### src/design/scs_pkg.sv
// Shared constants, types and helpers of the polynomial sine/cosine/tangent block.
`timescale 1ns / 1ps
package scs_pkg;

  localparam int ANG_W   = 24;   // Q8.16 angle
  localparam int KIND_W  = 2;
  localparam int ARG_W   = 41;   // signed Q32 angle argument
  localparam int MAG_W   = 40;   // argument magnitude
  localparam int HP_W    = 32;   // Horner accumulator, Q28
  localparam int X_W     = 30;   // reduced angle, Q28
  localparam int VAL_W   = 32;   // Q16.16 result
  localparam int NUM_W   = 48;   // tangent dividend
  localparam int DEN_W   = 32;   // tangent divisor
  localparam int PROD_W  = HP_W + X_W;
  localparam int FRAC    = 28;

  localparam int RED_STEPS  = 7;   // half-turn count stays below 2^7
  localparam int HORN_STEPS = 6;
  localparam int DIV_STEPS  = VAL_W;

  localparam logic [KIND_W-1:0] KIND_SIN = 2'd0;
  localparam logic [KIND_W-1:0] KIND_COS = 2'd1;
  localparam logic [KIND_W-1:0] KIND_TAN = 2'd2;

  localparam logic [63:0]              PI_Q32      = 64'd13493037705;
  localparam logic signed [ARG_W-1:0]  HALF_PI_Q32 = 41'sd6746518852;

  localparam logic signed [HP_W-1:0] C1 = 32'sd268443509;
  localparam logic signed [HP_W-1:0] C2 = 32'sd83824;
  localparam logic signed [HP_W-1:0] C3 = 32'sd44436000;
  localparam logic signed [HP_W-1:0] C4 = 32'sd547439;
  localparam logic signed [HP_W-1:0] C5 = 32'sd2761127;
  localparam logic signed [HP_W-1:0] C6 = 32'sd258152;

  localparam logic signed [VAL_W-1:0] VAL_MAX = 32'sh7FFFFFFF;
  localparam logic signed [VAL_W-1:0] VAL_MIN = 32'sh80000000;

  // Term added after the multiply of Horner step idx.
  function automatic logic signed [HP_W-1:0] horner_add(input int idx);
    logic signed [HP_W-1:0] r;
    case (idx)
      0:       r = C5;
      1:       r = -C4;
      2:       r = -C3;
      3:       r = -C2;
      4:       r = C1;
      default: r = '0;
    endcase
    return r;
  endfunction

  // Lane 0 carries the sine argument, lane 1 the cosine argument.
  typedef struct packed {
    logic [KIND_W-1:0]          kind;
    logic [1:0]                 neg;
    logic [1:0]                 parity;
    logic [1:0][MAG_W-1:0]      rem;
    logic [1:0][HP_W-1:0]       h;
    logic [VAL_W-1:0]           trig;
    logic                       s_neg;
    logic                       c_neg;
    logic                       c_zero;
    logic                       ovf;
    logic [NUM_W-1:0]           num;
    logic [DEN_W-1:0]           den;
    logic [VAL_W-1:0]           quo;
  } scs_stage_t;

endpackage

### src/design/scs_reduce_cell.sv
// Reduction cell: one compare-subtract of pi shifted by K on both lanes.
`timescale 1ns / 1ps
module scs_reduce_cell import scs_pkg::*; #(
  parameter int K = 0
) (
  input  logic       clk,
  input  logic       rst,
  input  logic       en,
  input  logic       in_valid,
  input  scs_stage_t in_st,
  output logic       out_valid,
  output scs_stage_t out_st
);
  localparam logic [63:0]      PI_WIDE = PI_Q32 << K;
  localparam logic [MAG_W-1:0] PI_SH   = PI_WIDE[MAG_W-1:0];

  scs_stage_t st_next;

  always_comb begin
    st_next = in_st;
    for (int l = 0; l < 2; l++) begin
      if (in_st.rem[l] >= PI_SH) begin
        st_next.rem[l] = in_st.rem[l] - PI_SH;
        if (K == 0) st_next.parity[l] = 1'b1;
      end else begin
        if (K == 0) st_next.parity[l] = 1'b0;
      end
    end
  end

  always_ff @(posedge clk) begin
    if (rst) begin
      out_valid <= 1'b0;
    end else if (en) begin
      out_valid <= in_valid;
    end
    if (en) out_st <= st_next;
  end
endmodule

### config.mk
export PLATFORM = sky130hd
export DESIGN_NAME = scs_reduce_cell
export DESIGN_NICKNAME = d
export VERILOG_FILES = /design/src/design/scs_pkg.sv /design/src/design/scs_reduce_cell.sv
export SDC_FILE = /design/constraint.sdc
export NUM_CORES = 1
export LEC_CHECK = 0
export BUFFER_PORTS_ARGS = -buffer_cell sky130_fd_sc_hd__buf_4
export CAP_MARGIN = 20
export CELL_PAD_IN_SITES_DETAIL_PLACEMENT = 0
export CELL_PAD_IN_SITES_GLOBAL_PLACEMENT = 1
export CORE_AREA = 2 2 235 237
export DETAILED_ROUTE_END_ITERATION = 10
export DIE_AREA = 0 0 237 239
export PLACE_DENSITY_LB_ADDON = 0.1
export SYNTH_ARGS = -nofsm -noshare
export SYNTH_HDL_FRONTEND = slang
export SYNTH_SLANG_ARGS = --single-unit
### constraint.sdc
create_clock -name clk -period 5.5 [get_ports clk]
set_input_delay 1.1 -clock clk [delete_from_list [all_inputs] [get_ports clk]]
set_output_delay 1.1 -clock clk [all_outputs]
set_load 0.01 [all_outputs]
==> run summary <==
Status -> finished clean
Clock root buffer -> clkbuf_16
TritonCTS Buffers -> 39
Syn. warnings -> 0
Switch Pwr -> 1.45 mW
Vias after detailed routing -> 8159
Period utilisation layout -> 66.8%
Netlist cell types -> 58
Logic pwr share -> 13.5%
Synth top area cells -> edfxtp_1, xnor2_1, xor2_1, nand2_1, nor2_1
Final Hold Fails -> 0
Multi-input gate area -> 2160 um2
Yosys reg bits -> 299
Worst Path Max Fanout -> 24
Switching Share -> 24.0%
WHS Path Cells -> 2
Share of cells above drive strength 1 -> 51.0%
Critical path type -> input pin to register
Routed wire per std cell -> 21.3 um
Dpl cell area -> 16600 um2
Wl on met1 -> 15000 um
Routability cong. -> 0.768
Later-pin clock latency in the skew report -> 540 ps
Hold_buf cts -> 0
Core ar. -> 54300 um2
Synth async-reset ratio -> 0%
Initial antenna violation count -> 9
Drt drc -> 0
Hold path startpoint -> out_valid
Worst slew pin tran -> 1070 ps
Total grt overflow -> 0
Full die area -> 56600 um2
Post-synth top area cell -> edfxtp_1
Hold Path Class -> register to register
Fmax -> 272 MHz
Post-synth EDFFs -> 298
Postcts setup bufs -> 0
Clock share of power -> 40.2%
Fillers -> 5497
Fin nets -> 1591
Static Leak -> 7.27 nW
Die height -> 239 um
Top cell type's share of synthesized area -> 79.4%
Reg-to-Reg End -> out_valid
Site row count -> 86
Vias per cell -> 4.04
Register area -> 8970 um2
Peak supply drop -> 166 uV
Die W -> 237 um
Cell internal pwr -> 4.58 mW
Post-route minimum period -> 3670 ps
Synthesized cell area -> 11300 um2
Global-route wire length before repair -> 58500 um
Synthesized area per cell -> 17.1 um2
Final WL -> 43000 um
Worst Reg2Reg Path Length in Cells -> 2
Top_reg_cell synth -> edfxtp_1
Power Dens Cells -> 338 nW/um2
Post-route cell area -> 17800 um2
Antenna Nets Post-Route -> 0
Port buffer count -> 598
CP required -> 5800 ps
Gr usage total -> 14.5%
Rel. slew slack -> 27.9%
Initial drt markers -> 377
CTS tree -> yes
Drt pass-1 iters -> 4
Hold Path End -> out_valid
Register area share after synthesis -> 79.6%
Setup TNS -> 0 ps
Clock slew at reported path FFs -> 60 ps
DP HPWL -> 33400 um
Critical path arrival -> 3970 ps
Final setup viols -> 0
Maximum number of pins on one net before global-route repair -> 97
Unrepaired setup endpoints after global routing -> false
Top layer in use -> met5
Max Slew Vio Count -> 0
Cts repair resizes -> 0
CP endpoint kind -> register
Most frequent cell after synthesis -> edfxtp_1
Setup Skew -> 0 ps
Top cells by count, synth -> edfxtp_1, xnor2_1, nand2_1
Number of global-route vias before repair -> 8080
Flop pwr share -> 46.3%
Syn Inst Count -> 657
Starting Density -> 20.7%
I/O pin count -> 601
Worst r2r src -> out_valid
Area Growth Syn to Fin -> 58.2%
Startpoint class of the critical path -> input pin
Metal3 WL -> 5040 um
Max clock buf depth -> 3
# clock sinks -> 299
H-tree depth -> 2
Syn Nets -> 963
Met2 WL -> 21900 um
Max_cap viols -> 0
Worst reg-to-reg setup slack -> 4910 ps
-- registers in the layout, summed over array words and instances, names as in the netlist --
name	flops
out_valid	1
out_st	298
-- critical path, cell delays in order --
cell and delay [ps]:
buf_4 120, or4_1 580, nor3_1 380, nand2_1 130
a31oi_1 180, a21o_1 610, inv_2 430, and3_1 310
xor2_1 130
-- cells by family (layout without fill, tap and decap cells) --
kind of cell               count (synthesis)  in the layout  synth area share (%)
adders and majority gates                  4              4                 0.444
muxes                                      1              1                0.0888
other                                      0              2                     0
buffers and inverters                     29            686                  1.19
DFF                                      299            299                  79.6
xor gates and xnor gates                  78             78                  6.06
AOI/OAI and AO/OA                         79             79                  5.03
and+or+nand+nor                          167            167                  7.58
-- metal layers --
| metal | track usage, % | vias up |
|---|---|---|
| li1 | - | 3776 |
| met1 | 14.9 | 3931 |
| met2 | 25.6 | 377 |
| met3 | 7.49 | 63 |
| met4 | 4.03 | 12 |
| met5 | 0 | - |
-- cell usage in the layout (no fill, tap or decap), types with 6 or more instances in the layout --
cell type    n
or3_1        8
nor4_1       8
a21oi_1     21
clkinv_2     6
xor2_1      31
edfxtp_1   298
nor2_1      35
nand3_1     15
and2_1       8
clkinv_1    10
inv_1       12
o21ai_0     12
buf_4      599
o211ai_1     6
nand2_1     41
clkbuf_1     7
nor3_1      10
and3_1       6
xnor2_1     47
clkbuf_16   40
-- area by class of cell --
cell class              count  area share [%]
repair buffers            602            25.5
diodes                      2          0.0281
flip-flops and latches    299            50.3
clock inverters            23           0.983
inverters                  14           0.295
well taps                 704            4.94
clock buffers              47            5.76
multi-input cells         329            12.1
-- power groups by stage --
stage	logic, mW	clock network [mW]	registers (mW)
floorplan	0.113	0	2.94
global placement	0.838	0	2.83
detailed placement	0.836	0	2.84
CTS	0.837	2.53	2.79
global route	0.875	2.61	2.81
finish	0.816	2.42	2.79
-- how the worst max path moves through the flow --
stage | slack (ps) | to | startpoint | cells after the start
after floorplan | 2180 | out_st[270] | in_st[288] | 9
after global placement | 1190 | out_st[229] | in_st[246] | 9
after detailed placement | 1200 | out_st[229] | in_st[246] | 9
after CTS | 1800 | out_st[229] | in_st[246] | 9
after global routing | 1630 | out_st[229] | in_st[246] | 9
final | 1830 | out_st[229] | in_st[246] | 9
-- per-stage QoR --
step                      util (%)  setup WS (ps)  cells  power [mW]  hold slack, ps
after floorplan                  -           2180    657        3.06             528
after global placement        30.6           1190   1948        3.67             489
after detailed placement      30.6           1200   1948        3.67             504
after CTS                     32.8           1800   2018        6.16             520
after global routing          32.8           1630   2018        6.29             578
final                         32.8           1830   2020        6.03             516
No activity file was read; power rests on OpenSTA's default activity.
