==> config.mk <==
export PLATFORM = sky130hd
export DESIGN_NAME = scs_div_cell
export DESIGN_NICKNAME = d
export VERILOG_FILES = /design/src/design/scs_pkg.sv /design/src/design/scs_div_cell.sv
export SDC_FILE = /design/constraint.sdc
export NUM_CORES = 1
export LEC_CHECK = 0
export BUFFER_PORTS_ARGS = -buffer_cell sky130_fd_sc_hd__buf_2
export CORE_AREA = 2 2 231 233
export DETAILED_ROUTE_END_ITERATION = 12
export DIE_AREA = 0 0 233 235
export MAX_ROUTING_LAYER = met4
export PLACE_DENSITY = 0.44
export SLEW_MARGIN = 20
export SYNTH_ARGS = -nofsm -noshare
export SYNTH_HDL_FRONTEND = slang
export SYNTH_SLANG_ARGS = --single-unit
==> constraint.sdc <==
create_clock -name clk -period 2.6 [get_ports clk]
set_clock_uncertainty 0.2 [all_clocks]
set_input_delay 0.13 -clock clk [delete_from_list [all_inputs] [get_ports clk]]
set_output_delay 0.13 -clock clk [all_outputs]
set_load 0.01 [all_outputs]
==> src/design/scs_pkg.sv <==
// Shared constants, types and helpers of the polynomial sine/cosine/tangent block.
`timescale 1ns / 1ps
package scs_pkg;

  localparam int ANG_W   = 24;   // Q8.16 angle
  localparam int KIND_W  = 2;
  localparam int ARG_W   = 41;   // signed Q32 angle argument
  localparam int MAG_W   = 40;   // argument magnitude
  localparam int HP_W    = 32;   // Horner accumulator, Q28
  localparam int X_W     = 30;   // reduced angle, Q28
  localparam int VAL_W   = 32;   // Q16.16 result
  localparam int NUM_W   = 48;   // tangent dividend
  localparam int DEN_W   = 32;   // tangent divisor
  localparam int PROD_W  = HP_W + X_W;
  localparam int FRAC    = 28;

  localparam int RED_STEPS  = 7;   // half-turn count stays below 2^7
  localparam int HORN_STEPS = 6;
  localparam int DIV_STEPS  = VAL_W;

  localparam logic [KIND_W-1:0] KIND_SIN = 2'd0;
  localparam logic [KIND_W-1:0] KIND_COS = 2'd1;
  localparam logic [KIND_W-1:0] KIND_TAN = 2'd2;

  localparam logic [63:0]              PI_Q32      = 64'd13493037705;
  localparam logic signed [ARG_W-1:0]  HALF_PI_Q32 = 41'sd6746518852;

  localparam logic signed [HP_W-1:0] C1 = 32'sd268443509;
  localparam logic signed [HP_W-1:0] C2 = 32'sd83824;
  localparam logic signed [HP_W-1:0] C3 = 32'sd44436000;
  localparam logic signed [HP_W-1:0] C4 = 32'sd547439;
  localparam logic signed [HP_W-1:0] C5 = 32'sd2761127;
  localparam logic signed [HP_W-1:0] C6 = 32'sd258152;

  localparam logic signed [VAL_W-1:0] VAL_MAX = 32'sh7FFFFFFF;
  localparam logic signed [VAL_W-1:0] VAL_MIN = 32'sh80000000;

  // Term added after the multiply of Horner step idx.
  function automatic logic signed [HP_W-1:0] horner_add(input int idx);
    logic signed [HP_W-1:0] r;
    case (idx)
      0:       r = C5;
      1:       r = -C4;
      2:       r = -C3;
      3:       r = -C2;
      4:       r = C1;
      default: r = '0;
    endcase
    return r;
  endfunction

  // Lane 0 carries the sine argument, lane 1 the cosine argument.
  typedef struct packed {
    logic [KIND_W-1:0]          kind;
    logic [1:0]                 neg;
    logic [1:0]                 parity;
    logic [1:0][MAG_W-1:0]      rem;
    logic [1:0][HP_W-1:0]       h;
    logic [VAL_W-1:0]           trig;
    logic                       s_neg;
    logic                       c_neg;
    logic                       c_zero;
    logic                       ovf;
    logic [NUM_W-1:0]           num;
    logic [DEN_W-1:0]           den;
    logic [VAL_W-1:0]           quo;
  } scs_stage_t;

endpackage

==> src/design/scs_div_cell.sv <==
// Restoring divider cell: settle quotient bit BIT.
`timescale 1ns / 1ps
module scs_div_cell import scs_pkg::*; #(
  parameter int BIT = 0
) (
  input  logic       clk,
  input  logic       rst,
  input  logic       en,
  input  logic       in_valid,
  input  scs_stage_t in_st,
  output logic       out_valid,
  output scs_stage_t out_st
);
  scs_stage_t st_next;
  logic [63:0] dsh;

  always_comb begin
    st_next = in_st;
    dsh = 64'(in_st.den) << BIT;
    if (64'(in_st.num) >= dsh) begin
      st_next.num      = in_st.num - dsh[NUM_W-1:0];
      st_next.quo[BIT] = 1'b1;
    end
  end

  always_ff @(posedge clk) begin
    if (rst) begin
      out_valid <= 1'b0;
    end else if (en) begin
      out_valid <= in_valid;
    end
    if (en) out_st <= st_next;
  end
endmodule

==> impl_results.md <==
* Top_reg_cell synth: edfxtp_1
* FILL cells at 5073
* Initial antenna violation count at 18
* Global-route usage over all layers at 18.69%
* Largest net degree at the start of global routing at 54
* Worst hold start: in_st[79]
* Routed wire length at 51.60 mm
* Pre-Repair DR Iteration Count at 4
* CTS Buf Count at 37
* Endpoints failing setup at 0
* Synthesis-to-finish area growth at 79.55%
* Register bit total from synthesis at 299
* Num ports at 601
* Antenna viol nets, final at 0
* Vias in the first global route at 10780
* Main combinational cell family by area after synthesis: compound AO/OA/AOI/OAI gates
* Clk root buf: clkbuf_16
* HP Class: primary input to register
* DRC marker count from the first detailed-route iteration at 614
* Failing checks: negative hold slack
* Site Rows at 84
* Yosys top cell area share at 76.37%
* Sequential fraction of the synthesis area at 76.54%
* Setup TNS at 0 ns
* DIE WIDTH at 233 um
* Synth area leaders: edfxtp_1 76%, ha_1 3.4%, o21ai_0 2.1%
* Global placer's final weighted congestion at 0.8688
* Startpoint Class: primary input
* Number of synthesized flops with an enable pin at 298
* XOR/XNOR Fraction of Synth Area at 3.139%
* Syn_nets at 1074
* Yosys top cell by area: edfxtp_1
* CTS max path bufs at 3
* Via/cell ratio at 4.114
* Worst-Margin Slew at 0.4994 ns
* TritonCTS Sinks at 299
* IO buf count at 600
* Max stage delay on crit path at 0.53 ns
* Yosys warning count at 0
* Final Cell Area at 21040 um2
* HPWL after DPL at 39.73 mm
* Peak supply drop at 0.0003553 V
* Max-Cap Viols at 0
* Synth Area in Simple Gates at 6.599%
* Area of the multi-input gates at 2534 um2
* Net count, final at 2146
* Leak at 0.009014 uW
* Top delay family on crit path: buffers and inverters
* Crit-path slowest cell: dlygate4sd3_1
* Final Util at 40.28%
* Syn Inst Count at 739
* Post-synthesis mux area share at 0.4592%
* FF-to-FF Start: out_valid$_SDFFE_PP0P_
* Post-route DRC at 0
* RSZ-0062 raised after global routing: false
* Post-Synth Adder-Cell Area at 3.588%
* Hold Fails Final Rpt at 1
* Area post-placement at 16700 um2
* H-tree levels at 2
* Compound-cell area share of the yosys netlist at 7.272%
* Power per Cell Area at 639.3 nW/um2
* Starting Density at 22.43%
* Critical path type: primary input to register
* Mean post-synth cell area at 15.86 um2
* Worst EP arrival at 2.60 ns
* Reg area at 8969 um2
* WHS at -0.02676 ns
* CTS tree: yes
* CP endpoint kind: register
* Post-synth ARST share at 0%
* Crit path buf inv count at 4
* Critical Path RT at 2.68 ns
* Clock transition at the registers of the reported paths at 0.05 ns
* CP Max Fanout at 8
* Min Tclk post-route at 2.515 ns
* Core footprint at 52240 um2
* Share of cells above drive strength 1 at 45.35%
* Synth Cell Area at 11720 um2
* CP cell instances: dlygate4sd3_1, buf_2, or3_4, nor3_2, buf_4, nand3_2, a211oi_4, buf_12, mux2_1
* First-pass GRT wire length at 72.00 mm
* Max transition margin at 66.60%
* Vias at 10460
* Synth unique cells at 59
* Fin. max-slew vios at 0
* DR WL/cell at 20.30 um
* Status: finished, violations left
* Die ar. at 54760 um2
* Fmax at 0.3977 GHz
* Fin crit share at 96.72%
* Skew-Pair Late Insertion Delay at 0.53 ns
* GRT overflow at 0
* Die Ht at 235 um
* Critical path launch point: in_st[108]
[cell usage after synthesis (all sizes together), types with 5 or more instances]
master    n
or3       7
o21ai    54
a211oi    8
clkbuf    9
ha       32
a21oi    37
buf      18
nand2b    8
a21o      9
nor4      5
nand4    15
xnor2    24
xor2     18
nor3     15
inv      40
nor2     20
edfxtp  298
nand3     9
o31ai     6
nand2    63
[metal layers]
layer	GRT usage, %	vias to the layer above	part of all wire, %
li1	-	4955	-
met1	20.32	5052	39
met2	32.57	381	51
met3	5.146	69	7.0
met4	6.427	0	3.3
met5	-	-	0
[flip-flops by register name, indices dropped and copies added (netlist names)]
name	flops
out_valid	1
out_st	298
[worst paths after layout]
check	to	slack (ns)	cells past startpoint
setup reg to reg	out_valid$_SDFFE_PP0P_	1.27	3
hold reg to reg	out_valid$_SDFFE_PP0P_	0.83	3
setup / recovery	out_st[92]$_DFFE_PP_	0.09	9
hold / removal	out_st[79]$_DFFE_PP_	-0.03	4
[timing repair]
action	4_1_cts	5_1_grt
buffers inserted	0	3
endpoints found under the hold margin	344	3
hold buffers	300	4
gates resized for setup	0	11
endpoints found under the setup margin	0	29
[area by class of cell]
cell class	instances	share of cell area, %
Tap cell	688	4.092
Antenna cell	15	0.1784
Inverter	40	0.7136
Sequential cell	299	42.63
Timing Repair Buffer	1060	34.73
Clock inverter	23	1.094
Clock buffer	44	4.526
Multi-Input combinational cell	373	12.04
[kinds of logic (layout without fill, tap and decap cells)]
family | count (synthesis) | count (layout)
AOI/OAI and AO/OA | 138 | 138
adders and majority gates | 33 | 33
other | 0 | 15
DFF | 299 | 299
buffers and inverters | 67 | 1167
xor gates and xnor gates | 42 | 42
muxes | 5 | 5
and+or+nand+nor | 155 | 155
[metrics by stage]
| stage | instances | total power [uW] | setup slack [ns] |
|---|---|---|---|
| 3_3_place_gp | 2153 | 8067 | -0.4900 |
| 2_1_floorplan | 739 | 6741 | -0.04914 |
| 5_1_grt | 2542 | 14030 | 0.003454 |
| 6_report | 2542 | 13450 | 0.08533 |
| 3_5_place_dp | 2153 | 8065 | -0.5176 |
| 4_1_cts | 2520 | 13670 | 0.01134 |
[where the power goes]
part           leakage (uW)  switching (uW)  internal [uW]
combinational       0.00552            1230           1190
clock              0.000572            2080           3030
sequential          0.00293             117           5800
total               0.00901            3430          10000
[layout by cell type, fill, tap and decap left out, types with 4 or more instances in the layout]
master and instances:
o21ai_0 48, a211oi_1 4, nor2_1 20, or3_1 5, nor4_1 4, nand2b_1 7, clkbuf_16 37, ha_1 32
dlygate4sd3_1 304, bufinv_16 4, clkbuf_1 7, buf_2 599, edfxtp_1 298, nand4_1 14, buf_4 149, nor3_1 11
buf_12 6, inv_1 40, clkinv_2 6, nor3_2 4, xnor2_1 24, clkinv_1 6, a21o_1 9, nand3_1 8
xor2_1 18, diode_2 15, a21oi_1 36, o21ai_1 5, nand2_1 63, o31ai_1 5
[worst min-delay path: stages]
cell and delay (ns):
buf_2 0.09, ha_1 0.17, xor2_1 0.08, o21ai_0 0.13
(Power assumes the default switching activity.)
