File: src/design/scs_pkg.sv
// Shared constants, types and helpers of the polynomial sine/cosine/tangent block.
`timescale 1ns / 1ps
package scs_pkg;

  localparam int ANG_W   = 24;   // Q8.16 angle
  localparam int KIND_W  = 2;
  localparam int ARG_W   = 41;   // signed Q32 angle argument
  localparam int MAG_W   = 40;   // argument magnitude
  localparam int HP_W    = 32;   // Horner accumulator, Q28
  localparam int X_W     = 30;   // reduced angle, Q28
  localparam int VAL_W   = 32;   // Q16.16 result
  localparam int NUM_W   = 48;   // tangent dividend
  localparam int DEN_W   = 32;   // tangent divisor
  localparam int PROD_W  = HP_W + X_W;
  localparam int FRAC    = 28;

  localparam int RED_STEPS  = 7;   // half-turn count stays below 2^7
  localparam int HORN_STEPS = 6;
  localparam int DIV_STEPS  = VAL_W;

  localparam logic [KIND_W-1:0] KIND_SIN = 2'd0;
  localparam logic [KIND_W-1:0] KIND_COS = 2'd1;
  localparam logic [KIND_W-1:0] KIND_TAN = 2'd2;

  localparam logic [63:0]              PI_Q32      = 64'd13493037705;
  localparam logic signed [ARG_W-1:0]  HALF_PI_Q32 = 41'sd6746518852;

  localparam logic signed [HP_W-1:0] C1 = 32'sd268443509;
  localparam logic signed [HP_W-1:0] C2 = 32'sd83824;
  localparam logic signed [HP_W-1:0] C3 = 32'sd44436000;
  localparam logic signed [HP_W-1:0] C4 = 32'sd547439;
  localparam logic signed [HP_W-1:0] C5 = 32'sd2761127;
  localparam logic signed [HP_W-1:0] C6 = 32'sd258152;

  localparam logic signed [VAL_W-1:0] VAL_MAX = 32'sh7FFFFFFF;
  localparam logic signed [VAL_W-1:0] VAL_MIN = 32'sh80000000;

  // Term added after the multiply of Horner step idx.
  function automatic logic signed [HP_W-1:0] horner_add(input int idx);
    logic signed [HP_W-1:0] r;
    case (idx)
      0:       r = C5;
      1:       r = -C4;
      2:       r = -C3;
      3:       r = -C2;
      4:       r = C1;
      default: r = '0;
    endcase
    return r;
  endfunction

  // Lane 0 carries the sine argument, lane 1 the cosine argument.
  typedef struct packed {
    logic [KIND_W-1:0]          kind;
    logic [1:0]                 neg;
    logic [1:0]                 parity;
    logic [1:0][MAG_W-1:0]      rem;
    logic [1:0][HP_W-1:0]       h;
    logic [VAL_W-1:0]           trig;
    logic                       s_neg;
    logic                       c_neg;
    logic                       c_zero;
    logic                       ovf;
    logic [NUM_W-1:0]           num;
    logic [DEN_W-1:0]           den;
    logic [VAL_W-1:0]           quo;
  } scs_stage_t;

endpackage

File: src/design/scs_horner_cell.sv
// Horner cell: h = add + round(h * x) on both lanes.
`timescale 1ns / 1ps
module scs_horner_cell import scs_pkg::*; #(
  parameter int IDX = 0
) (
  input  logic       clk,
  input  logic       rst,
  input  logic       en,
  input  logic       in_valid,
  input  scs_stage_t in_st,
  output logic       out_valid,
  output scs_stage_t out_st
);
  localparam logic signed [HP_W-1:0] ADD = horner_add(IDX);

  scs_stage_t st_next;
  logic [1:0][HP_W-1:0]   hm;
  logic [1:0][X_W-1:0]    x;
  logic [1:0][PROD_W-1:0] prod;
  logic [1:0][PROD_W-1:0] rnd;
  logic signed [1:0][HP_W-1:0] term;

  always_comb begin
    st_next = in_st;
    for (int l = 0; l < 2; l++) begin
      x[l]    = in_st.rem[l][X_W+3:4];
      hm[l]   = in_st.h[l][HP_W-1] ? HP_W'(-$signed(in_st.h[l])) : in_st.h[l];
      prod[l] = PROD_W'(hm[l]) * PROD_W'(x[l]);
      rnd[l]  = (prod[l] + (PROD_W'(1) << (FRAC - 1))) >> FRAC;
      term[l] = in_st.h[l][HP_W-1] ? -$signed(rnd[l][HP_W-1:0])
                                   : $signed(rnd[l][HP_W-1:0]);
      st_next.h[l] = term[l] + ADD;
    end
  end

  always_ff @(posedge clk) begin
    if (rst) begin
      out_valid <= 1'b0;
    end else if (en) begin
      out_valid <= in_valid;
    end
    if (en) out_st <= st_next;
  end
endmodule

File: config.mk
export PLATFORM = sky130hd
export DESIGN_NAME = scs_horner_cell
export DESIGN_NICKNAME = d
export VERILOG_FILES = /design/src/design/scs_pkg.sv /design/src/design/scs_horner_cell.sv
export SDC_FILE = /design/constraint.sdc
export NUM_CORES = 2
export LEC_CHECK = 0
export BUFFER_PORTS_ARGS = -buffer_cell sky130_fd_sc_hd__buf_2
export CORE_AREA = 5 5 365 367
export DETAILED_ROUTE_END_ITERATION = 12
export DIE_AREA = 0 0 370 372
export GPL_TIMING_DRIVEN = 1
export MAX_ROUTING_LAYER = met4
export PLACE_DENSITY = 0.84
export SLEW_MARGIN = 25
export SYNTH_ARGS = -nofsm -noshare
export SYNTH_HDL_FRONTEND = slang
export SYNTH_SLANG_ARGS = --single-unit
File: constraint.sdc
create_clock -name clk -period 14.3 [get_ports clk]
set_input_delay 1.43 -clock clk [delete_from_list [all_inputs] [get_ports clk]]
set_output_delay 1.43 -clock clk [all_outputs]
set_load 0.05 [all_outputs]
==> results.py <==
metrics = {
    "run_status": {
        "status": "completed",
    },
    "grt": {
        "grt_max_degree": 148,
        "grt.busiest_layer": "met2",
        "grt_pass1_vias": 66460,
        "gr-usage-met1": 0.4292,
        "groute.layer.met3.usage": 0.09000,
        "gr-total-overflow": 0,
        "grt_use_total": 0.3527,
        "grt_pass1_wl_um": 364900,
        "grtUsageMet2": 0.5565,
        "antenna_found_initial": 19,
    },
    "sta": {
        "finalClockSkew_ns": 0,
        "hold_viol": 0,
        "drv_slew": 0,
        "rsz0062_at_grt": "false",
        "post-route-period-util": 0.9596,
        "tns_ns": 0,
        "setup_viol": 0,
        "relSlewSlack": 0.2214,
        "fin_crit_ns": 13.72,
        "worst_pin_slew_ns": 1.159,
        "max_freq_mhz": 72.87,
    },
    "detailed_routing": {
        "wire_per_inst_um": 22.58,
        "drt_iter0_markers": 5245,
        "antenna_left": 0,
        "vias_per_cell": 5.848,
        "drc_errors": 0,
        "wl_um": 232600,
        "vias": 60240,
        "dr.pass1.iters": 6,
    },
    "worst_setup_path": {
        "arrival_ns": 14.03,
        "worstSetupPathType": "input pin to register",
        "worstPathRequired_ns": 14.61,
        "endpoint_kind": "register",
        "slowest_stage": "fa_1",
        "start_kind": "input pin",
        "cp_common_cell": "fa_1",
        "slowest_delay_ns": 0.59,
        "worstPathMaxFanout": 18,
    },
    "min_path": {
        "hp-class": "register to register",
    },
    "die": {
        "dieWidth_um": 370,
        "core-area_um2": 129200,
        "die_y_um": 372,
        "rows": 132,
        "initial_core_util": 0.5967,
        "pin_count": 601,
        "die_area_um2": 137600,
    },
    "yosys": {
        "avgSynthCellArea_um2": 9.383,
        "ys_seq_area_frac": 0.1164,
        "async_reset_ff_frac": 0,
        "synthCells": 8213,
        "synth.distinct_cells": 107,
        "yosysWarnings": 0,
        "synth_edf_count": 298,
        "ys_ff_latch": 299,
        "ys.flop_type": "edfxtp_1",
        "syn_nets": 10710,
        "netlist_area_um2": 77060,
    },
    "clocking": {
        "clkSinkCount": 299,
        "cts-hold-fix-buffers": 0,
        "cts_tree": "done",
        "numCtsBuffers": 36,
        "clk_latency_ns": 0.63,
        "root_buffer": "clkbuf_16",
        "h-tree-depth": 2,
        "clk_pin_slew_worst_paths_ns": 0.07,
        "cts_max_path_buffers": 3,
    },
    "run": {
        "maxCapViolCount": 0,
    },
    "final_layout": {
        "drive_above_1_share": 0.1023,
        "fillCellCount": 10020,
        "fin_nets": 11010,
        "area_growth_pct": 8.050,
    },
    "placement": {
        "hpwl_um": 186200,
        "port_buffers": 600,
        "gp_congestion": 1.024,
    },
}
==> logic make-up after synthesis <==
| family | after synthesis | share of synthesized area |
|---|---|---|
| simple gates | 2585 | 0.1696 |
| xor+xnor | 226 | 0.02606 |
| fa+ha+maj | 2194 | 0.5191 |
| flops | 299 | 0.1164 |
| mux | 9 | 0.001266 |
| compound gates | 640 | 0.05723 |
| buf+inv | 2260 | 0.1103 |
==> layer usage <==
metal / wire (um) / up-vias
met5: 0 / -
met3: 27150 / 880
met4: 12850 / 0
li1: - / 25400
met1: 83690 / 30360
met2: 108900 / 3604
==> repair_timing <==
action / CTS / global route
endpoints found under the hold margin: 0 / 0
setup buffers: 0 / 2
gates resized for setup: 0 / 1
setup endpoints to repair: 0 / 1
==> stage by stage <==
step	setup slack [ns]	instance area (um2)	std cells	util	hold slack, ns
after floorplan	1.449	77060	8213	-	0.7326
after global placement	0.4765	81920	10210	0.6343	0.4833
after detailed placement	0.1568	82030	10220	0.6351	0.5000
after CTS	0.7111	83160	10280	0.6439	0.5292
after global routing	0.04930	83260	10300	0.6446	0.5742
final	0.5774	83270	10300	0.6447	0.5341
==> cells in the mapped netlist, drive strengths merged (50+ instances only) <==
master | number | share of area
nand3 | 63 | 0.0042
nor2 | 119 | 0.0058
a21o | 55 | 0.0054
a21oi | 163 | 0.011
and2 | 980 | 0.080
inv | 1819 | 0.089
edfxtp | 298 | 0.12
clkbuf | 425 | 0.021
xnor2 | 165 | 0.019
nor3 | 52 | 0.0036
xor2 | 60 | 0.0069
o21ai | 121 | 0.0079
ha | 522 | 0.085
nand2 | 1139 | 0.055
nand4 | 50 | 0.0041
fa | 1672 | 0.43
==> cell usage in the layout, fill, tap and decap left out, drive strengths merged, types with 12 or more instances in the layout <==
master	count
a31oi	24
ha	522
o21a	19
buf	704
nand2	1139
o31ai	37
o41ai	18
or4	14
nor2b	19
edfxtp	298
nor3	52
nor4	31
xnor2	165
clkinv	12
nand2b	15
o211ai	36
clkbuf	45
nand4	50
or3	27
fa	1672
nor2	119
nand3	63
a21o	55
xor2	60
a211oi	24
inv	1824
and2	980
a21oi	163
diode	18
or2	12
o21ai	121
and3	23
==> registers in the layout, summed over array words and instances (netlist names) <==
| signal | cells |
|---|---|
| out_valid | 1 |
| out_st | 298 |
==> layout make-up <==
| cell class | instances | area [um2] | share of cell area |
|---|---|---|---|
| multi-input cells | 5654 | 60250 | 0.7236 |
| clock inverters | 20 | 172.7 | 0.002074 |
| flip-flops and latches | 299 | 8969 | 0.1077 |
| well taps | 1742 | 2180 | 0.02618 |
| diodes | 18 | 45.04 | 0.0005410 |
| inverters | 1820 | 6832 | 0.08204 |
| clock buffers | 45 | 954.7 | 0.01147 |
| repair buffers | 704 | 3866 | 0.04643 |
==> worst paths after layout <==
check	from	endpoint	slack, ns	cells past startpoint
worst max register to register	out_valid$_SDFFE_PP0P_	out_valid$_SDFFE_PP0P_	13.70	2
worst max-delay path	in_st[192]	out_st[211]$_DFFE_PP_	0.58	38
worst min register to register	out_valid$_SDFFE_PP0P_	out_valid$_SDFFE_PP0P_	0.53	2
worst min-delay path	out_valid$_SDFFE_PP0P_	out_valid$_SDFFE_PP0P_	0.53	2
==> critical path: cells and delay by family <==
family	cells	cell delay, ns
adder cells (fa/ha/maj)	9	4.50
AND/OR/NAND/NOR	15	4.79
AO/OA/AOI/OAI	4	1.26
buffers and inverters	6	0.73
XOR/XNOR	4	1.31
Power is left out: the tool's default activity adds up to more than one toggle a clock period on the data nets, which glitch-free logic cannot reach.
