File: config.mk
export PLATFORM = sky130hd
export DESIGN_NAME = scs_prep_cell
export DESIGN_NICKNAME = d
export VERILOG_FILES = /design/src/design/scs_pkg.sv /design/src/design/scs_prep_cell.sv
export SDC_FILE = /design/constraint.sdc
export NUM_CORES = 1
export LEC_CHECK = 0
export BUFFER_PORTS_ARGS = -buffer_cell sky130_fd_sc_hd__buf_2
export CORE_AREA = 3 3 234 236
export DETAILED_ROUTE_END_ITERATION = 10
export DIE_AREA = 0 0 237 239
export GPL_TIMING_DRIVEN = 0
export HOLD_SLACK_MARGIN = 0.03
export PLACE_DENSITY_LB_ADDON = 0.08
export SYNTH_ARGS = -nofsm -noshare
export SYNTH_HDL_FRONTEND = slang
export SYNTH_SLANG_ARGS = --single-unit
File: constraint.sdc
create_clock -name clk -period 6.05 [get_ports clk]
set_clock_uncertainty 0.2 [all_clocks]
set_input_delay 1.21 -clock clk [delete_from_list [all_inputs] [get_ports clk]]
set_output_delay 1.21 -clock clk [all_outputs]
set_load 0.03 [all_outputs]
File: src/design/scs_pkg.sv
// Shared constants, types and helpers of the polynomial sine/cosine/tangent block.
`timescale 1ns / 1ps
package scs_pkg;

  localparam int ANG_W   = 24;   // Q8.16 angle
  localparam int KIND_W  = 2;
  localparam int ARG_W   = 41;   // signed Q32 angle argument
  localparam int MAG_W   = 40;   // argument magnitude
  localparam int HP_W    = 32;   // Horner accumulator, Q28
  localparam int X_W     = 30;   // reduced angle, Q28
  localparam int VAL_W   = 32;   // Q16.16 result
  localparam int NUM_W   = 48;   // tangent dividend
  localparam int DEN_W   = 32;   // tangent divisor
  localparam int PROD_W  = HP_W + X_W;
  localparam int FRAC    = 28;

  localparam int RED_STEPS  = 7;   // half-turn count stays below 2^7
  localparam int HORN_STEPS = 6;
  localparam int DIV_STEPS  = VAL_W;

  localparam logic [KIND_W-1:0] KIND_SIN = 2'd0;
  localparam logic [KIND_W-1:0] KIND_COS = 2'd1;
  localparam logic [KIND_W-1:0] KIND_TAN = 2'd2;

  localparam logic [63:0]              PI_Q32      = 64'd13493037705;
  localparam logic signed [ARG_W-1:0]  HALF_PI_Q32 = 41'sd6746518852;

  localparam logic signed [HP_W-1:0] C1 = 32'sd268443509;
  localparam logic signed [HP_W-1:0] C2 = 32'sd83824;
  localparam logic signed [HP_W-1:0] C3 = 32'sd44436000;
  localparam logic signed [HP_W-1:0] C4 = 32'sd547439;
  localparam logic signed [HP_W-1:0] C5 = 32'sd2761127;
  localparam logic signed [HP_W-1:0] C6 = 32'sd258152;

  localparam logic signed [VAL_W-1:0] VAL_MAX = 32'sh7FFFFFFF;
  localparam logic signed [VAL_W-1:0] VAL_MIN = 32'sh80000000;

  // Term added after the multiply of Horner step idx.
  function automatic logic signed [HP_W-1:0] horner_add(input int idx);
    logic signed [HP_W-1:0] r;
    case (idx)
      0:       r = C5;
      1:       r = -C4;
      2:       r = -C3;
      3:       r = -C2;
      4:       r = C1;
      default: r = '0;
    endcase
    return r;
  endfunction

  // Lane 0 carries the sine argument, lane 1 the cosine argument.
  typedef struct packed {
    logic [KIND_W-1:0]          kind;
    logic [1:0]                 neg;
    logic [1:0]                 parity;
    logic [1:0][MAG_W-1:0]      rem;
    logic [1:0][HP_W-1:0]       h;
    logic [VAL_W-1:0]           trig;
    logic                       s_neg;
    logic                       c_neg;
    logic                       c_zero;
    logic                       ovf;
    logic [NUM_W-1:0]           num;
    logic [DEN_W-1:0]           den;
    logic [VAL_W-1:0]           quo;
  } scs_stage_t;

endpackage

File: src/design/scs_prep_cell.sv
// Sign fix-up, Q16 rounding and tangent dividend/divisor setup.
`timescale 1ns / 1ps
module scs_prep_cell import scs_pkg::*; (
  input  logic       clk,
  input  logic       rst,
  input  logic       en,
  input  logic       in_valid,
  input  scs_stage_t in_st,
  output logic       out_valid,
  output scs_stage_t out_st
);
  scs_stage_t st_next;
  logic signed [HP_W-1:0] s, c, sel;
  logic [HP_W-1:0]        smag, cmag, selmag, r16;

  always_comb begin
    st_next = in_st;
    s = (in_st.neg[0] ^ in_st.parity[0]) ? -$signed(in_st.h[0]) : $signed(in_st.h[0]);
    c = (in_st.neg[1] ^ in_st.parity[1]) ? -$signed(in_st.h[1]) : $signed(in_st.h[1]);
    smag = s[HP_W-1] ? HP_W'(-s) : HP_W'(s);
    cmag = c[HP_W-1] ? HP_W'(-c) : HP_W'(c);
    sel    = (in_st.kind == KIND_COS) ? c : s;
    selmag = (in_st.kind == KIND_COS) ? cmag : smag;
    r16 = (selmag + HP_W'(2048)) >> 12;
    st_next.trig   = sel[HP_W-1] ? VAL_W'(-$signed(r16)) : VAL_W'(r16);
    st_next.s_neg  = s[HP_W-1];
    st_next.c_neg  = c[HP_W-1];
    st_next.c_zero = (c == '0);
    st_next.num    = NUM_W'(smag) << 16;
    st_next.den    = DEN_W'(cmag);
    st_next.ovf    = {16'b0, st_next.num} >= {st_next.den, 32'b0};
    st_next.quo    = '0;
  end

  always_ff @(posedge clk) begin
    if (rst) begin
      out_valid <= 1'b0;
    end else if (en) begin
      out_valid <= in_valid;
    end
    if (en) out_st <= st_next;
  end
endmodule

==> results.json, run 1 <==
{
  "grt_usage_pct": 17.7,
  "critPathArrivalTime_ps": 6160,
  "first_global_vias": 12400,
  "synth-compound-area-share_pct": 15.4,
  "synth-simple-area-share_pct": 14.7,
  "crit_type": "in2reg",
  "hp-class": "reg2reg",
  "worst_hold_path.num_cells": 2,
  "synth_cell_types": 99,
  "wl_um": 53200,
  "grt_pass1_wl_um": 78200,
  "yosysWarnings": 0,
  "p_total_uw": 6440,
  "vias": 12600,
  "first_pass_iters": 5,
  "route.detailed.drc": 0,
  "end_kind": "register",
  "wire_per_inst_um": 21.0,
  "io_pins": 601,
  "rows": 84,
  "synth_area_sq_um": 14500,
  "required_ps": 6170,
  "critPathLaunch": "in_st[154]",
  "die_x_um": 237,
  "cts_hold_buf": 0,
  "cap_violations": 0,
  "tritoncts": "yes",
  "dp_hpwl_um": 40800,
  "synth-xor-area-share_pct": 9.22,
  "dr.first_iter.drc_count": 627,
  "rsz0062_at_grt": "true",
  "avgSynthCellArea_sq_um": 11.4,
  "ant_nets": 0,
  "setup_violations": 0,
  "worst_hold_slack_ps": 292,
  "numPortBuffers": 404,
  "layout_commonest_cell": "buf_2",
  "seq_area_frac_synth_pct": 51.7,
  "hp-start": "out_valid$_SDFFE_PP0P_",
  "htreeDepth": 1,
  "clockRootBuffer": "clkbuf_16",
  "max-slew-margin-rel_pct": 27.8,
  "synth_mux_area_share_pct": 1.72,
  "status": "finished, final reports clean",
  "peakVddDrop_mv": 0.234,
  "cts.sinks": 249,
  "antenna_found_initial": 2,
  "post-route-min-period_ps": 6040,
  "ys_seq_elements": 249,
  "final_max_slew_viol_count": 0,
  "critPathLaunchType": "input port",
  "gp_congestion": 0.840,
  "die_y_um": 239,
  "tightestPinTransition_ps": 1080,
  "reg2reg_to": "out_valid$_SDFFE_PP0P_",
  "async_flop_share_pct": 0,
  "cts_made_buffers": 30,
  "p_leak_uw": 0.00804,
  "r2r_slack_ps": 5270,
  "synth_top_family_by_area": "compound AO/OA/AOI/OAI gates",
  "synthAdderAreaFrac_pct": 1.82,
  "core_sq_um": 52700,
  "dieArea_sq_um": 56600,
  "path_clk_slew_ps": 60,
  "postSynthCellCount": 1269,
  "synth_edf_count": 248,
  "clock_latency_ps": 570,
  "drive_gt1_share_pct": 43.2,
  "synthToLayoutAreaGrowth_pct": 40.1,
  "r2r_cells": 2,
  "cp_max_fo": 10,
  "max_freq_mhz": 166,
  "finalCritPeriodShare_pct": 99.9,
  "power_density_nw_per_um2": 318,
  "grt_max_degree": 100,
  "r2r_start": "out_valid$_SDFFE_PP0P_",
  "vias_per_cell": 4.97,
  "min_to": "out_valid$_SDFFE_PP0P_",
  "initial_utilization_pct": 27.5,
  "most-common-layout-cells": "403 x buf_2, 248 x edfxtp_1, 135 x buf_4, 72 x xnor2_1, 68 x nor2_1",
  "synthFlopType": "edfxtp_1",
  "grt_overflow_total": 0,
  "hold_viol": 0,
  "fin_nets": 2145,
  "max-clock-path-buffers": 3
}
[what timing repair did]
action                                  CTS  global route
endpoints found under the hold margin     0             0
buffers inserted                         53            26
resized for setup                       145            82
pin swaps                                59            38
endpoints found under the setup margin   30            26
[stage by stage]
stage | setup WS [ps] | util (%) | instances | cell area, sq um | setup TNS (ps)
after floorplan | 7.82 | - | 1316 | 14700 | 0
after global placement | -2100 | 33.4 | 2408 | 17600 | -75540
after detailed placement | -1960 | 33.6 | 2410 | 17700 | -51200
after CTS | 1.30 | 37.5 | 2504 | 19700 | 0
after global routing | -246 | 38.5 | 2530 | 20300 | -933
final | 7.91 | 38.5 | 2530 | 20300 | 0
[state kept, by name, summed over array words and instances, names as in the netlist]
name       count
out_st       248
out_valid      1
[per-layer routing]
metal,routed length [um],track usage (%),vias up,part of all wire [%]
met2,25200,29.1,428,47
li1,-,-,5909,-
met3,3670,3.81,62,6.9
met4,944,3.88,0,1.8
met1,23400,24.1,6185,44
met5,0,0,-,0
[power by group]
part / internal, uW / switching (uW) / leakage, uW / total [uW]
Sequential: 2200 / 63.5 / 0.00244 / 2260
Clock: 1030 / 702 / 0.000467 / 1730
Combinational: 797 / 1660 / 0.00513 / 2450
[final cells by class]
class / instances / area [sq um]
Antenna cell: 1 / 2.50
Clock buffer: 41 / 863
Buffer: 99 / 657
Multi-Input combinational cell: 916 / 7450
Clock inverter: 10 / 80.1
Tap cell: 688 / 861
Timing Repair Buffer: 485 / 2720
Inverter: 41 / 161
Sequential cell: 249 / 7470
Fill cell: 5259 / 32400
[cell usage after synthesis (all sizes together), types with 15 or more instances]
library cell	number	area (sq um)
edfxtp	248	7450
clkbuf	43	163
nand4	24	178
a211oi	19	148
a31oi	23	144
ha	21	263
nor4	29	194
a21o	15	113
nand3	33	170
nor2	75	284
o21ai	47	235
a41oi	19	166
a21oi	44	220
or2	16	100
xor2	54	503
nor3	43	230
mux2i	17	170
buf	67	475
or4	22	176
xnor2	93	830
inv	41	154
nand2	67	251
[cell families (layout without fill, tap and decap cells)]
group	count (synthesis)	count (layout)
AO/OA/AOI/OAI	295	295
other	1	49
adder cells (fa/ha/maj)	21	21
XOR/XNOR	147	147
multiplexers	24	24
AND/OR/NAND/NOR	381	381
buffers and inverters	151	676
flip-flops	249	249
[worst max path at each step]
stage	end	slack, ps	depth (start not counted)
final	out_st[139]$_SDFFCE_PP0P_	8	17
after global routing	out_st[112]$_DFFE_PP_	-250	22
after CTS	out_st[112]$_DFFE_PP_	1	21
after detailed placement	out_st[146]$_SDFFCE_PP0P_	-1960	22
after global placement	out_st[136]$_SDFFCE_PP0P_	-2100	22
after floorplan	out_st[112]$_DFFE_PP_	8	22
[worst max-delay path, cell delays in order]
cell	delay, ps
buf_4	150
or4_4	540
clkbuf_16	180
or3_4	420
and3_1	240
o41ai_4	490
or4_4	210
buf_8	140
o21ai_1	100
xnor2_2	530
nand4_2	420
a2111oi_4	560
buf_4	230
nand3_1	80
nand4b_1	210
o211ai_4	160
or2_1	280
(Power assumes the default switching activity.)
==> run 2: changes to the inputs <==
Settings changed: RECOVER_POWER from default to 50.
==> run 2 against run 1 <==
  * Maximum frequency is 0.43% higher
  * Routed wire length hardly changed
  * Sequential cell count stayed put
  * Core utilization hardly changed
  * Sequential power hardly changed
  * Global-route usage stayed put
  * Clock power hardly changed
  * Critical path depth stayed put
  * Combinational power hardly changed
  * Sequential share of layout area hardly changed
  * Hold slack stayed put
  * Register-to-register slack hardly changed
  * Critical endpoint unchanged
==> results.json, run 2 (synthesis results as in run 1) <==
{
  "status": "finished, final reports clean",
  "max-clock-path-buffers": 3,
  "die_y_um": 239,
  "clock_latency_ps": 570,
  "gp_congestion": 0.840,
  "grt_max_degree": 100,
  "numPortBuffers": 404,
  "tritoncts": "yes",
  "synthToLayoutAreaGrowth_pct": 40.1,
  "layoutNonFillerInstCount": 2530,
  "post-route-min-period_ps": 6020,
  "fill_cells": 5263,
  "largest-register": "out_st",
  "largest_reg_flops": 248,
  "path_clk_slew_ps": 60,
  "rows": 84,
  "final_max_slew_viol_count": 0,
  "crit_type": "in2reg",
  "first_pass_iters": 5,
  "htreeDepth": 1,
  "peakVddDrop_mv": 0.234,
  "initial_utilization_pct": 27.5,
  "antenna_found_initial": 2,
  "core_sq_um": 52700,
  "vias_per_cell": 4.97,
  "grt_use_met1_pct": 24.1,
  "io_pins": 601,
  "drive_gt1_share_pct": 43.0,
  "post-place-ws_ps": -1960,
  "route.detailed.drc": 0,
  "r2r_start": "out_valid$_SDFFE_PP0P_",
  "worst_hold_slack_ps": 292,
  "grt_pass1_wl_um": 78200,
  "die_x_um": 237,
  "first_global_vias": 12400,
  "required_ps": 6170,
  "ant_nets": 0,
  "switching_share_pct": 37.6,
  "setup_violations": 0,
  "p_clk_share_pct": 26.8,
  "setup_ws_ps": 33.8,
  "fin_nets": 2145,
  "critPathLaunchType": "input port",
  "met3_usage_pct": 3.81,
  "power_frac_seq_pct": 35.1,
  "grt_busiest_layer": "met2",
  "wire_per_inst_um": 21.0,
  "wl_um": 53200,
  "dp_hpwl_um": 40800,
  "r2r_slack_ps": 5270,
  "max_freq_mhz": 166,
  "cts_made_buffers": 30,
  "dr.first_iter.drc_count": 627,
  "clockRootBuffer": "clkbuf_16",
  "finalCritPeriodShare_pct": 99.4,
  "grt_overflow_total": 0,
  "cap_violations": 0,
  "critPathArrivalTime_ps": 6140,
  "met2_usage_pct": 29.1,
  "vias": 12600,
  "combPwrFrac_pct": 38.1,
  "netSwitchingPower_uw": 2420,
  "end_kind": "register",
  "hp-start": "out_valid$_SDFFE_PP0P_",
  "max-slew-margin-rel_pct": 27.8,
  "min_to": "out_valid$_SDFFE_PP0P_",
  "power.internal_uw": 4020,
  "cts.sinks": 249,
  "tightestPinTransition_ps": 1080,
  "reg2reg_to": "out_valid$_SDFFE_PP0P_",
  "r2r_cells": 2,
  "hp-class": "reg2reg",
  "rsz0062_at_grt": "true",
  "power_density_nw_per_um2": 318,
  "worst_hold_path.num_cells": 2,
  "layout_commonest_cell": "buf_2",
  "reg_top3": "out_st x248, out_valid x1",
  "p_leak_uw": 0.00803,
  "hold_viol": 0,
  "grt_usage_pct": 17.7,
  "dieArea_sq_um": 56600,
  "dp.cells": 2410,
  "most-common-layout-cells": "399 x buf_2, 248 x edfxtp_1, 135 x buf_4, 72 x xnor2_1, 68 x nor2_1",
  "cp_max_fo": 10
}
-- run 2: cell types whose count changed in the layout (fill, tap and decap cells not counted) --
cell | before | now
buf_2 | 403 | 399
clkbuf_1 | 23 | 27
-- run 2: metrics by stage --
stage	TNS [ps]	power [uW]	instance area [sq um]	utilization, %
2_1_floorplan	0	3750	14700	-
3_3_place_gp	-75540	4520	17600	33.4
4_1_cts	0	6450	19700	37.5
5_1_grt	-933	6790	20300	38.5
6_report	0	6440	20300	38.5
3_5_place_dp	-51200	4510	17700	33.6
-- run 2: power groups by stage --
stage / Combinational (uW) / Clock, uW / Sequential, uW
3_3_place_gp: 2220 / 0 / 2300
3_5_place_dp: 2220 / 0 / 2290
5_1_grt: 2630 / 1880 / 2280
2_1_floorplan: 996 / 0 / 2760
6_report: 2450 / 1730 / 2260
4_1_cts: 2380 / 1810 / 2260
-- run 2: cell type report --
cell class / count / area [sq um] / share of cell area, %
Clock inverter: 10 / 80.1 / 0.395
Tap cell: 688 / 861 / 4.25
Antenna cell: 1 / 2.50 / 0.0124
Timing Repair Buffer: 485 / 2710 / 13.4
Buffer: 99 / 657 / 3.24
Clock buffer: 41 / 863 / 4.26
Sequential cell: 249 / 7470 / 36.9
Inverter: 41 / 161 / 0.797
Multi-Input combinational cell: 916 / 7450 / 36.8
-- run 2: worst max path at each step --
| stage | start | end | slack [ps] | depth (start not counted) |
|---|---|---|---|---|
| global placement | in_st[293] | out_st[136]$_SDFFCE_PP0P_ | -2100 | 22 |
| detailed placement | in_st[293] | out_st[146]$_SDFFCE_PP0P_ | -1960 | 22 |
| finish | in_st[154] | out_st[139]$_SDFFCE_PP0P_ | 30 | 17 |
| CTS | in_st[149] | out_st[112]$_DFFE_PP_ | 1 | 21 |
| floorplan | in_st[154] | out_st[112]$_DFFE_PP_ | 8 | 22 |
| global route | in_st[148] | out_st[112]$_DFFE_PP_ | -250 | 22 |
-- run 2: routing by layer --
metal	share of wire, %	vias up
met5	0	-
met4	1.8	0
met2	47	426
met1	44	6183
li1	-	5910
met3	6.9	60
-- run 2: repair_timing --
item	in CTS	in global routing
pin swaps	59	38
buffers inserted	53	26
hold buffers	0	0
setup endpoints to repair	30	26
resized for setup	145	82
-- run 2: critical path: stages --
cell       delay, ps
buf_4            150
or4_4            540
clkbuf_16        180
or3_4            420
and3_1           240
o41ai_4          490
or4_4            210
buf_8            140
o21ai_1          100
xnor2_2          510
nand4_2          410
a2111oi_4        560
buf_4            230
nand3_1           80
nand4b_1         210
o211ai_4         160
or2_1            280
==> run 3: changes to the inputs <==
Clock period 6.05 ns to 5.31 ns, I/O delays scaled along.
==> run 3 against run 2 <==
  * The run now ends with setup timing left
  * Cell count increased by 2.7%
  * Sequential cell count is the same
  * Worst setup slack got worse by 690 ps
  * First-iteration DRC count is 3.8% lower
  * Register-to-register slack got worse by 750 ps
  * Largest power group unchanged
==> results.json, run 3 (synthesis results as in run 1) <==
{
  "status": "complete, but fails checks",
  "failed_checks": "setup timing",
  "synthToLayoutAreaGrowth_pct": 48.4,
  "grt_pass1_wl_um": 78600,
  "clockRootBuffer": "clkbuf_16",
  "hp-class": "reg2reg",
  "cts.sinks": 249,
  "path_clk_slew_ps": 60,
  "cp_max_fo": 6,
  "first_global_vias": 12400,
  "dieArea_sq_um": 56600,
  "critPathLaunch": "in_st[292]",
  "dp_hpwl_um": 40900,
  "cts_hold_buf": 0,
  "ant_nets": 0,
  "post-place-ws_ps": -2120,
  "first_pass_iters": 5,
  "vias_per_cell": 4.93,
  "cap_violations": 0,
  "max_stage_delay_ps": 610,
  "layout_commonest_cell": "buf_2",
  "placed_cell_area_sq_um": 17900,
  "initial_utilization_pct": 27.5,
  "critPathArrivalTime_ps": 6160,
  "largest_reg_flops": 248,
  "r2r_start": "out_valid$_SDFFE_PP0P_",
  "fill_cells": 5124,
  "crit_chain": "buf_12, xnor2_4, buf_6, or4_4, a211oi_4, or3b_4, or4_4, o41ai_4, xor2_2, ha_1, nand4_1, nor2_2, nand4_1, nor4_2, nand2_1, nor4_2, nand4_1, a2111oi_4, nand3_1, nor3_2",
  "antenna_cells": 0,
  "finalCritPeriodShare_pct": 112,
  "max-clock-path-buffers": 3,
  "vias": 12800,
  "post-route-min-period_ps": 5970,
  "most-common-layout-cells": "379 x buf_2, 248 x edfxtp_1, 178 x buf_4, 68 x xnor2_1, 65 x nor2_1",
  "die_y_um": 239,
  "route.detailed.drc": 0,
  "cts_made_buffers": 34,
  "max-slew-margin-rel_pct": 34.3,
  "final_max_slew_viol_count": 0,
  "htreeDepth": 2,
  "wire_per_inst_um": 21.0,
  "drive_gt1_share_pct": 46.6,
  "numPortBuffers": 404,
  "max_freq_mhz": 168,
  "fin_nets": 2207,
  "critPathLaunchType": "input port",
  "required_ps": 5500,
  "setup_ws_ps": -660,
  "antenna_found_initial": 0,
  "gp_congestion": 0.850,
  "power_density_nw_per_um2": 365,
  "rows": 84,
  "rsz0062_at_grt": "true",
  "io_pins": 601,
  "die_x_um": 237,
  "hp-start": "out_valid$_SDFFE_PP0P_",
  "fin_tns_setup_ps": -12000,
  "clock_latency_ps": 540,
  "peakVddDrop_mv": 0.216,
  "p_leak_uw": 0.00851,
  "slowest_stage": "or4_4",
  "tightestPinTransition_ps": 983,
  "core_sq_um": 52700,
  "largest-register": "out_st",
  "grt_max_degree": 92,
  "grt_overflow_total": 0,
  "end_kind": "register",
  "cpMostUsedCell": "nand4_1",
  "hold_viol": 0,
  "dr.first_iter.drc_count": 603,
  "design_area_sq_um": 21500,
  "crit_type": "in2reg",
  "worst_hold_slack_ps": 307,
  "grt_usage_pct": 18.1,
  "wl_um": 54600,
  "setup_violations": 27,
  "tritoncts": "yes",
  "reg_top3": "out_st x248, out_valid x1"
}
==> run 3: cell types whose count changed in the layout (fill, tap and decap cells not counted), sizes merged <==
cell / before / now
buf: 548 / 595
bufinv: 1 / 2
clkbuf: 77 / 90
clkinv: 8 / 10
clkinvlp: 1 / 5
diode: 1 / 0
inv: 41 / 43
==> run 3: cell type report <==
class	instances	area (sq um)	area share, %
Buffer	94	661	3.08
Clock buffer	43	926	4.32
Clock inverter	19	178	0.828
Inverter	41	169	0.787
Multi-Input combinational cell	916	7870	36.7
Sequential cell	249	7470	34.8
Tap cell	688	861	4.01
Timing Repair Buffer	548	3320	15.5
==> run 3: worst max-delay path: cells and delay by family <==
family	cells	cell delay [ps]
XOR/XNOR	2	280
AND/OR/NAND/NOR	12	3140
AO/OA/AOI/OAI	3	1090
adder cells (fa/ha/maj)	1	330
buffers and inverters	2	240
==> run 3: power by group <==
part / leakage, uW / switching, uW / internal, uW
combinational: 0.00555 / 1960 / 1030
sequential: 0.00244 / 72.1 / 2500
clock: 0.000524 / 916 / 1350
total: 0.00851 / 2950 / 4880
==> run 3: per-stage QoR <==
| stage | std cells | total power [uW] | util (%) |
|---|---|---|---|
| floorplan | 1316 | 4300 | - |
| global placement | 2408 | 5170 | 33.9 |
| detailed placement | 2410 | 5170 | 34.0 |
| CTS | 2541 | 7700 | 38.6 |
| global route | 2598 | 8240 | 40.7 |
| finish | 2598 | 7830 | 40.7 |
==> run 3: timing repair <==
item | in CTS | in global routing
pin swaps | 51 | 72
hold endpoints to repair | 0 | 0
resized for setup | 143 | 164
setup buffers | 78 | 68
setup endpoints to repair | 31 | 29
gates cloned | 0 | 1
==> run 3: final timing paths <==
| kind | endpoint | slack, ps | cells after the start |
|---|---|---|---|
| max | out_st[112]$_DFFE_PP_ | -660 | 20 |
| min reg2reg | out_valid$_SDFFE_PP0P_ | 310 | 2 |
| max reg2reg | out_valid$_SDFFE_PP0P_ | 4520 | 2 |
| min | out_valid$_SDFFE_PP0P_ | 310 | 2 |
==> run 3: per-layer routing <==
layer / GRT usage (%) / share of wire (%) / vias to the layer above
li1: - / - / 6045
met1: 24.1 / 44 / 6295
met2: 30.1 / 48 / 408
met3: 3.85 / 6.1 / 67
met4: 4.20 / 2.0 / 0
met5: 0 / 0 / -
